`config.mk`:
```
export PLATFORM = sky130hd
export DESIGN_NAME = mvp_predict
export DESIGN_NICKNAME = d
export VERILOG_FILES = /design/src/hw/rtl/mvp_pkg.sv /design/src/hw/rtl/mvp_predict.sv
export SDC_FILE = /design/constraint.sdc
export NUM_CORES = 1
export LEC_CHECK = 0
export BUFFER_PORTS_ARGS = -buffer_cell sky130_fd_sc_hd__buf_2
export CAP_MARGIN = 20
export CORE_UTILIZATION = 45
export DETAILED_ROUTE_END_ITERATION = 8
export PLACE_DENSITY_LB_ADDON = 0.3
export SLEW_MARGIN = 20
export SYNTH_ARGS = -nofsm -noshare
export SYNTH_HDL_FRONTEND = slang
export SYNTH_SLANG_ARGS = --single-unit
```
`constraint.sdc`:
```
create_clock -name vclk -period 15.2
set_clock_uncertainty 0.15 [all_clocks]
set_input_delay 3.8 -clock vclk [all_inputs]
set_output_delay 3.8 -clock vclk [all_outputs]
set_load 0.01 [all_outputs]
```
`src/hw/rtl/mvp_pkg.sv`:
```
`timescale 1ns / 1ps
// ---------------------------------------------------------------------------
// mvp_pkg
// Shared types and constants for the median motion vector predictor.
// ---------------------------------------------------------------------------
package mvp_pkg;

  localparam int MAX_ROW_BLOCKS = 256;
  localparam int ADDR_W         = $clog2(MAX_ROW_BLOCKS);
  localparam int CFG_W          = 9;
  localparam int VEC_W          = 13;
  localparam int CNT_W          = 2;
  // width domain for column and row-width compares
  localparam int CMP_W          = (CFG_W > ADDR_W + 1) ? CFG_W : ADDR_W + 1;
  localparam logic [CFG_W-1:0] BPR_RESET = CFG_W'(80);

  typedef struct packed {
    logic                    motion;
    logic signed [VEC_W-1:0] y;
    logic signed [VEC_W-1:0] x;
  } mv_entry_t;

  localparam int ENTRY_W = $bits(mv_entry_t);

  typedef enum logic {
    OP_FRAME_START = 1'b0,
    OP_COMMIT      = 1'b1
  } op_t;

  typedef struct packed {
    logic col_nonzero;
    logic past_first_row;
    logic tr_ok;
  } nbr_flags_t;

endpackage

```
`src/hw/rtl/mvp_predict.sv`:
```
`timescale 1ns / 1ps
// ---------------------------------------------------------------------------
// mvp_predict
// Neighbor selection and per-axis average / median of the motion neighbors.
// ---------------------------------------------------------------------------
module mvp_predict (
  input  mvp_pkg::mv_entry_t                left_e,
  input  mvp_pkg::mv_entry_t                top_e,
  input  mvp_pkg::mv_entry_t                top_right_e,
  input  mvp_pkg::mv_entry_t                upper_left_e,
  input  mvp_pkg::nbr_flags_t               flags,
  output logic signed [mvp_pkg::VEC_W-1:0]  pred_x,
  output logic signed [mvp_pkg::VEC_W-1:0]  pred_y,
  output logic [mvp_pkg::CNT_W-1:0]         count
);
  import mvp_pkg::*;

  localparam int SUM_W = VEC_W + 2;

  function automatic logic signed [VEC_W-1:0] mid3(
    input logic signed [VEC_W-1:0] a,
    input logic signed [VEC_W-1:0] b,
    input logic signed [VEC_W-1:0] c
  );
    logic signed [VEC_W-1:0] lo;
    logic signed [VEC_W-1:0] hi;
    logic signed [VEC_W-1:0] m;
    lo = (a < b) ? a : b;
    hi = (a < b) ? b : a;
    m  = (hi < c) ? hi : c;
    return (lo > m) ? lo : m;
  endfunction

  function automatic logic signed [VEC_W-1:0] axis(
    input logic signed [VEC_W-1:0] a,
    input logic signed [VEC_W-1:0] b,
    input logic signed [VEC_W-1:0] c,
    input logic                    va,
    input logic                    vb,
    input logic                    vc,
    input logic [CNT_W-1:0]        n
  );
    logic signed [SUM_W-1:0] sum;
    logic signed [SUM_W-1:0] half;
    logic signed [VEC_W-1:0] res;
    // unused candidates contribute zero, so one neighbor is just the sum
    sum = (va ? SUM_W'(a) : '0) + (vb ? SUM_W'(b) : '0) + (vc ? SUM_W'(c) : '0);
    // halve, rounding toward zero
    half = (sum + SUM_W'(sum[SUM_W-1])) >>> 1;
    case (n)
      2'd3:    res = mid3(a, b, c);
      2'd2:    res = half[VEC_W-1:0];
      default: res = sum[VEC_W-1:0];
    endcase
    return res;
  endfunction

  logic      left_v;
  logic      top_v;
  logic      tr_v;
  logic      ul_v;
  logic      third_v;
  mv_entry_t third_e;

  always_comb begin
    left_v  = flags.col_nonzero && left_e.motion;
    top_v   = flags.past_first_row && top_e.motion;
    tr_v    = flags.past_first_row && flags.tr_ok && top_right_e.motion;
    // top-left stands in when top-right is missing or not motion
    ul_v    = !tr_v && flags.past_first_row && flags.col_nonzero && upper_left_e.motion;
    third_v = tr_v || ul_v;
    third_e = tr_v ? top_right_e : upper_left_e;
    count   = CNT_W'(left_v) + CNT_W'(top_v) + CNT_W'(third_v);
    pred_x  = axis(left_e.x, top_e.x, third_e.x, left_v, top_v, third_v, count);
    pred_y  = axis(left_e.y, top_e.y, third_e.y, left_v, top_v, third_v, count);
  end

endmodule

```
==> Yosys cells after proc, flatten, opt, wreduce, memory -nomap -nowiden <==
Index checks and enable logic that the tools add are counted.
{ "totals": {"input_bits": 111, "reg_bits": 0, "wordCells": 42} }
{ "classes": {"eq_ne": 2, "reduce_logical": 9, "mux": 17, "add_sub_neg": 8, "magnitude_cmp": 6} }
{ "ops": {"columns": ["cell", "count"], "rows": [
  ["13-bit two-way mux", 8],
  ["15-bit two-way mux", 6],
  ["15-bit adder", 4],
  ["13-bit less-than comparator", 4],
  ["13-bit case mux with 2 select lines", 2],
  ["14-bit by 1-bit adder with 14-bit output", 2],
  ["13-bit greater-than comparator", 2],
  ["26-bit two-way mux", 1],
  ["1-bit logical AND", 7],
  ["2-bit equality test (second input constant)", 2],
  ["1-bit by 1-bit adder with 2-bit output", 1],
  ["2-bit by 1-bit adder with 2-bit output", 1],
  ["1-bit logical NOT", 1],
  ["1-bit logical OR", 1]
]} }

==> Logic depth before layout (Yosys ltp) <==
Gate-level depths: netlist of the first run.
{ "logic_depth": {"depth_word": 11, "ltp_mapped": 32, "depth_no_buf": 28} }

==> Worst setup path after synthesis of the first run <==
No wires, ideal clock.
{ "synth_path": {"path_kind": "in2out", "start": "input top_e[23] (netlist name)", "end": "output pred_y[10] (netlist name)", "path_buffers": 5, "t_required_ns": 11.250, "setup_slack_ns": 1.695, "arrival_ns": 9.555, "cell_stages": 31, "cell_sequence": "inv_1 > ha_1 > a21o_1 > a211oi_2 > nand3_1 > o21ai_2 > buf_2 > buf_2 > mux2i_1 > inv_1 > ha_1 > nand3_1 > nor4_1 > a21oi_1 > nand3b_1 > mux2i_1 > o31ai_4 > buf_4 > buf_2 > o21ai_0 > ha_1 > nand3_1 > or4_1 > a21oi_1 > a21oi_1 > nand2_1 > buf_4 > nor2_1 > a2111oi_0 > o21ai_0 > o211ai_1"} }
{ "synth_via": {"elab_chain_len": 7} }
{ "synth_lines": {"columns": ["item", "line", "rtl"], "rows": [
  ["from (decl)", "mvp_predict.sv:8", "input mvp_pkg::mv_entry_t top_e,"],
  ["13-bit less-than comparator", "mvp_predict.sv:28, mvp_predict.sv:29", null],
  ["13-bit two-way mux", "mvp_predict.sv:29", "hi = (a < b) ? b : a;"],
  ["13-bit less-than comparator", "mvp_predict.sv:30", "m = (hi < c) ? hi : c;"],
  ["13-bit two-way mux", "mvp_predict.sv:30", null],
  ["13-bit greater-than comparator", "mvp_predict.sv:31", "return (lo > m) ? lo : m;"],
  ["13-bit two-way mux", "mvp_predict.sv:31", null],
  ["13-bit case mux with 2 select lines (*)", "mvp_predict.sv:50", "case (n)"],
  ["to (decl)", "mvp_predict.sv:13", "output logic signed [mvp_pkg::VEC_W-1:0] pred_y,"]
]} }
Every way passes the cells marked *; elsewhere a longest branch is shown, timed or not.

==> Final worst setup path of the first run <==
{ "layout_path": {"start": "input top_e[23] (netlist name)", "end": "output pred_y[4] (netlist name)"} }
The elaborated chain is that of the path after synthesis.

==> flow_metrics.py, run 1 <==
metrics = {
    "routing": {
        "drc_errors": 0,
        "via_per_inst": 6.11,
        "vias": 7516,
        "antenna_left": 0,
        "drt_iter0_drc": 689,
        "routedWlPerCell_um": 18.6,
        "drt_pass1_iterations": 6,
        "wl_um": 22900,
    },
    "timing": {
        "fin_crit_ns": 14.66,
        "max_freq_mhz": 68.2,
        "max_slew_margin_pct": 39.2,
        "worstMarginPinSlew_ns": 0.912,
        "grt_setup_unrepaired": "no",
        "drv_slew": 0,
        "hold_ws_ns": 8.11,
        "setup-violations-final": 0,
        "post-route-period-util_pct": 96.4,
        "hold_viol": 0,
        "fin_setup_tns_ns": 0,
    },
    "synthesis": {
        "syn_area_per_cell_um2": 7.21,
        "ys_warn_count": 0,
        "synth_top_cell_area_share_pct": 19.0,
        "synth.area.top_cells": "ha_1 (19%), mux2i_1 (9.0%), fa_1 (8.7%), nand2_1 (6.8%), inv_1 (5.4%)",
        "syn-num-nets": 1171,
        "seq_area_frac_synth_pct": 0,
        "syn_inst": 929,
        "yosys.area.top_type": "ha_1",
        "syn_area_um2": 6700,
        "synth_cell_type_count": 85,
    },
    "finish": {
        "layout-drive-gt1-share_pct": 21.7,
        "seqCellArea_um2": 0,
        "syn2layout_area_growth_pct": 13.1,
        "fin_nets": 1290,
        "fill_cells": 1470,
        "seq_cell_count": 0,
        "most-common-layout-cells": "buf_2 (139), nand2_1 (121), ha_1 (102)",
        "final_common_cell": "buf_2",
        "clkbuf_count": 0,
        "num_antenna_cells": 0,
    },
    "worst_setup_path": {
        "crit_end": "pred_y[4]",
        "endpoint_kind": "output port",
        "cpPeakStageDelay_ns": 0.60,
        "arrival_ns": 10.71,
        "critPathMaxFanout": 18,
        "crit_path_start_kind": "input pin",
        "crit_start": "top_e[23]",
        "crit_slowest_cell": "o31ai_4",
        "worstPathRequired_ns": 11.25,
        "path_class": "in -> out",
    },
    "pwr": {
        "p_sw_share_pct": 62.2,
        "p_switching_uw": 288,
        "power_density_nw_per_um2": 61.0,
        "intPower_uw": 175,
        "p_seq_share_pct": 0,
        "design_power_total_uw": 463,
        "leakagePower_uw": 0.00395,
        "pwr-share-clk_pct": 0,
        "power_frac_comb_pct": 100.0,
        "vdd_drop_max_mv": 0.0403,
    },
    "global_route": {
        "grt_max_degree": 29,
        "antenna_found_initial": 0,
        "overflow": 0,
        "grt_util_all_layers_pct": 29.4,
        "grt_pass1_wl_um": 35400,
        "grt_pass1_vias": 6877,
    },
    "floorplanning": {
        "initial_core_util_pct": 46.1,
        "die_w_um": 124,
        "die_y_um": 124,
        "die_area_um2": 15400,
        "rows": 44,
        "io_pins": 139,
        "core_area_um2": 14500,
    },
    "worst_hold_path": {
        "hold_class": "in -> out",
    },
    "clock_tree": {
        "cts_hold_buf": 0,
    },
    "status": {
        "status": "complete, no violations",
    },
    "placed_design": {
        "gp_congestion": 0.968,
        "port_buffers": 139,
        "hpwlAfterDp_um": 19200,
    },
    "run": {
        "maxCapViolCount": 0,
    },
}
-- synthesized netlist by cell type, types with 7 or more instances --
master    instances
a22oi_1           7
nand2b_1          8
mux2_2           21
nor2_1           52
nor3_1           12
a31oi_1           9
xnor2_1          16
nand3_1          27
ha_1            102
mux2i_1          60
o211ai_1         12
o21ai_0          67
nor2b_1          10
nand2_1         122
clkbuf_1         16
fa_1             29
or2_2            26
inv_1            97
xor2_1           12
a21o_1           12
buf_2             7
and3_1           15
a21oi_1          41
nand4_1          14
o21a_1           11
-- logic make-up after synthesis --
kind of cell,after synthesis,share of synthesized area [%]
simple gates,320,23.9
compound gates,239,24.3
fa+ha+maj,131,27.7
buf+inv,130,7.94
mux,81,12.5
xor+xnor,28,3.66
-- metal layers --
| metal | vias to the layer above | track usage (%) | share of wire, % |
|---|---|---|---|
| li1 | 3612 | - | - |
| met5 | - | 0 | 0 |
| met1 | 3499 | 43.5 | 46 |
| met3 | 34 | 5.45 | 10 |
| met4 | 0 | 4.76 | 1.8 |
| met2 | 371 | 44.4 | 42 |
-- worst min path at each step --
stage                     slack (ns)        end       start  cells after the start
after global routing            8.14  pred_x[2]   left_e[2]                      6
after global placement          8.11  pred_y[5]  left_e[18]                      6
after detailed placement        8.11  pred_x[6]   left_e[6]                      6
after floorplan                 7.73  pred_x[9]   left_e[9]                      4
after CTS                       8.11  pred_x[6]   left_e[6]                      6
final                           8.11  pred_x[2]   left_e[2]                      6
-- cell type report --
type	count	area [um^2]	area share, %
inverter	97	364	4.80
tap	184	230	3.04
multi-input combinational	800	6210	82.0
timing repair buffer	149	771	10.2
-- metrics by stage --
step | setup WS, ns | area, um^2 | util (%) | std cells
after floorplan | 1.70 | 6700 | - | 929
after global placement | 0.220 | 7540 | 51.9 | 1229
after detailed placement | 0.0822 | 7540 | 51.9 | 1229
after CTS | 0.0770 | 7540 | 51.9 | 1229
after global routing | 0.112 | 7580 | 52.2 | 1230
final | 0.542 | 7580 | 52.2 | 1230
-- critical path: cells and delay by family --
family	cells	cell delay, ns
AND/OR/NAND/NOR	7	1.86
AO/OA/AOI/OAI	11	3.10
adder cells (fa/ha/maj)	3	0.97
buffers and inverters	4	0.51
multiplexers	1	0.44
-- power by group through the flow --
stage | Clock, uW | Sequential (uW) | Combinational (uW)
2_1_floorplan | 0 | 0 | 316
3_3_place_gp | 0 | 0 | 437
3_5_place_dp | 0 | 0 | 440
4_1_cts | 0 | 0 | 443
5_1_grt | 0 | 0 | 508
6_report | 0 | 0 | 463
-- timing repair --
item                       4_1_cts  5_1_grt
buffers inserted                 0        0
gates resized for setup          0        6
setup endpoints to repair        0       12
Note: power is estimated with default switching activity, not from simulation.
==> run 2, diff against run 1 <==
--- a/config.mk
+++ b/config.mk
@@ -11,2 +11,3 @@
 export DETAILED_ROUTE_END_ITERATION = 8
+export GPL_ROUTABILITY_DRIVEN = 1
 export PLACE_DENSITY_LB_ADDON = 0.3
==> constraint.sdc (replaced) <==
create_clock -name vclk -period 15.2
set_clock_uncertainty 0.15 [all_clocks]
set_input_delay 1.52 -clock vclk [all_inputs]
set_output_delay 1.52 -clock vclk [all_outputs]
set_load 0.01 [all_outputs]
==> flow_metrics.py, run 2 (same netlist as run 1, synthesis figures left out) <==
metrics = {
    "finish": {
        "clkbuf_count": 0,
        "utilization_pct": 51.7,
        "seq_cell_count": 0,
        "multi_input_area_um2": 6170,
        "most-common-layout-cells": "buf_2 (139), nand2_1 (122), ha_1 (102)",
        "fin_nets": 1285,
        "instances_no_fill": 1225,
        "syn2layout_area_growth_pct": 12.1,
        "final_common_cell": "buf_2",
        "layout-drive-gt1-share_pct": 21.0,
        "seqCellArea_um2": 0,
        "final_area_um2": 7510,
        "num_antenna_cells": 0,
        "fill_cells": 1452,
    },
    "routing": {
        "routedWlPerCell_um": 18.4,
        "antenna_left": 0,
        "wl_um": 22600,
        "drt_pass1_iterations": 6,
        "via_per_inst": 6.07,
        "vias": 7435,
        "drt_iter0_drc": 779,
        "drc_errors": 0,
    },
    "global_route": {
        "met2_usage_pct": 43.3,
        "busiest_layer": "met1",
        "grt_pass1_vias": 6817,
        "met3_usage_pct": 6.32,
        "overflow": 0,
        "grt_pass1_wl_um": 35500,
        "grtUsageMet1_pct": 43.8,
        "grt_util_all_layers_pct": 29.5,
        "grt_max_degree": 35,
        "antenna_found_initial": 0,
    },
    "worst_setup_path": {
        "endpoint_kind": "output port",
        "critPathMaxFanout": 33,
        "path_class": "in -> out",
        "crit_slowest_cell": "o31ai_4",
        "worstPathRequired_ns": 13.53,
        "crit_path_start_kind": "input pin",
        "cpPeakStageDelay_ns": 0.84,
        "arrival_ns": 8.87,
    },
    "floorplanning": {
        "core_area_um2": 14500,
        "die_area_um2": 15400,
        "rows": 44,
        "io_pins": 139,
        "die_y_um": 124,
        "initial_core_util_pct": 46.1,
        "die_w_um": 124,
    },
    "timing": {
        "max_freq_mhz": 94.8,
        "fin_crit_ns": 10.54,
        "worstMarginPinSlew_ns": 0.941,
        "max_slew_margin_pct": 37.2,
        "drv_slew": 0,
        "hold_ws_ns": 3.55,
        "fin_setup_tns_ns": 0,
        "setup-violations-final": 0,
        "post-route-period-util_pct": 69.4,
        "hold_viol": 0,
        "grt_setup_unrepaired": "no",
    },
    "run": {
        "maxCapViolCount": 0,
    },
    "placed_design": {
        "placed_cells_incl_taps": 1225,
        "port_buffers": 139,
        "place_area_um2": 7510,
        "gp_congestion": 0.915,
        "hpwlAfterDp_um": 18900,
    },
    "status": {
        "status": "complete, no violations",
    },
    "clock_tree": {
        "postCtsSetupRepairBufs": 0,
        "cts_hold_buf": 0,
        "cts_resized": 0,
    },
    "worst_hold_path": {
        "hold_class": "in -> out",
    },
    "pwr": {
        "power_density_nw_per_um2": 60.2,
        "leakagePower_uw": 0.00393,
        "vdd_drop_max_mv": 0.0442,
    },
}
[run 2: metal layers]
layer / up-vias / share of wire [%] / wire length (um)
met1: 3450 / 47 / 10500
li1: 3593 / - / -
met2: 354 / 41 / 9340
met4: 0 / 1.9 / 435
met3: 38 / 10 / 2300
met5: - / 0 / 0
[run 2: worst max-delay path, delay by kind of cell]
kind | cells | cell delay [ns]
compound gates | 11 | 3.09
fa+ha+maj | 3 | 0.97
buf+inv | 5 | 0.83
mux | 2 | 0.52
simple gates | 8 | 1.92
[run 2: per-stage QoR]
step	worst slack [ns]	total power, uW
global placement	5.03	436
global route	4.12	502
detailed placement	4.90	438
floorplan	6.26	316
CTS	4.89	440
finish	4.66	452
[run 2: where the power goes]
group / total [uW] / internal [uW] / switching, uW
registers: 0 / 0 / 0
logic: 452 / 171 / 281
clock network: 0 / 0 / 0
[run 2: layout make-up]
type,count,area share (%)
inverters,97,4.85
multi-input cells,799,82.2
well taps,184,3.07
repair buffers,145,9.86
[run 2: final timing paths]
check | start | end | slack [ns] | cells after the start
worst min-delay path | left_e[4] | pred_x[4] | 3.55 | 6
worst max-delay path | top_e[23] | pred_y[4] | 4.66 | 29
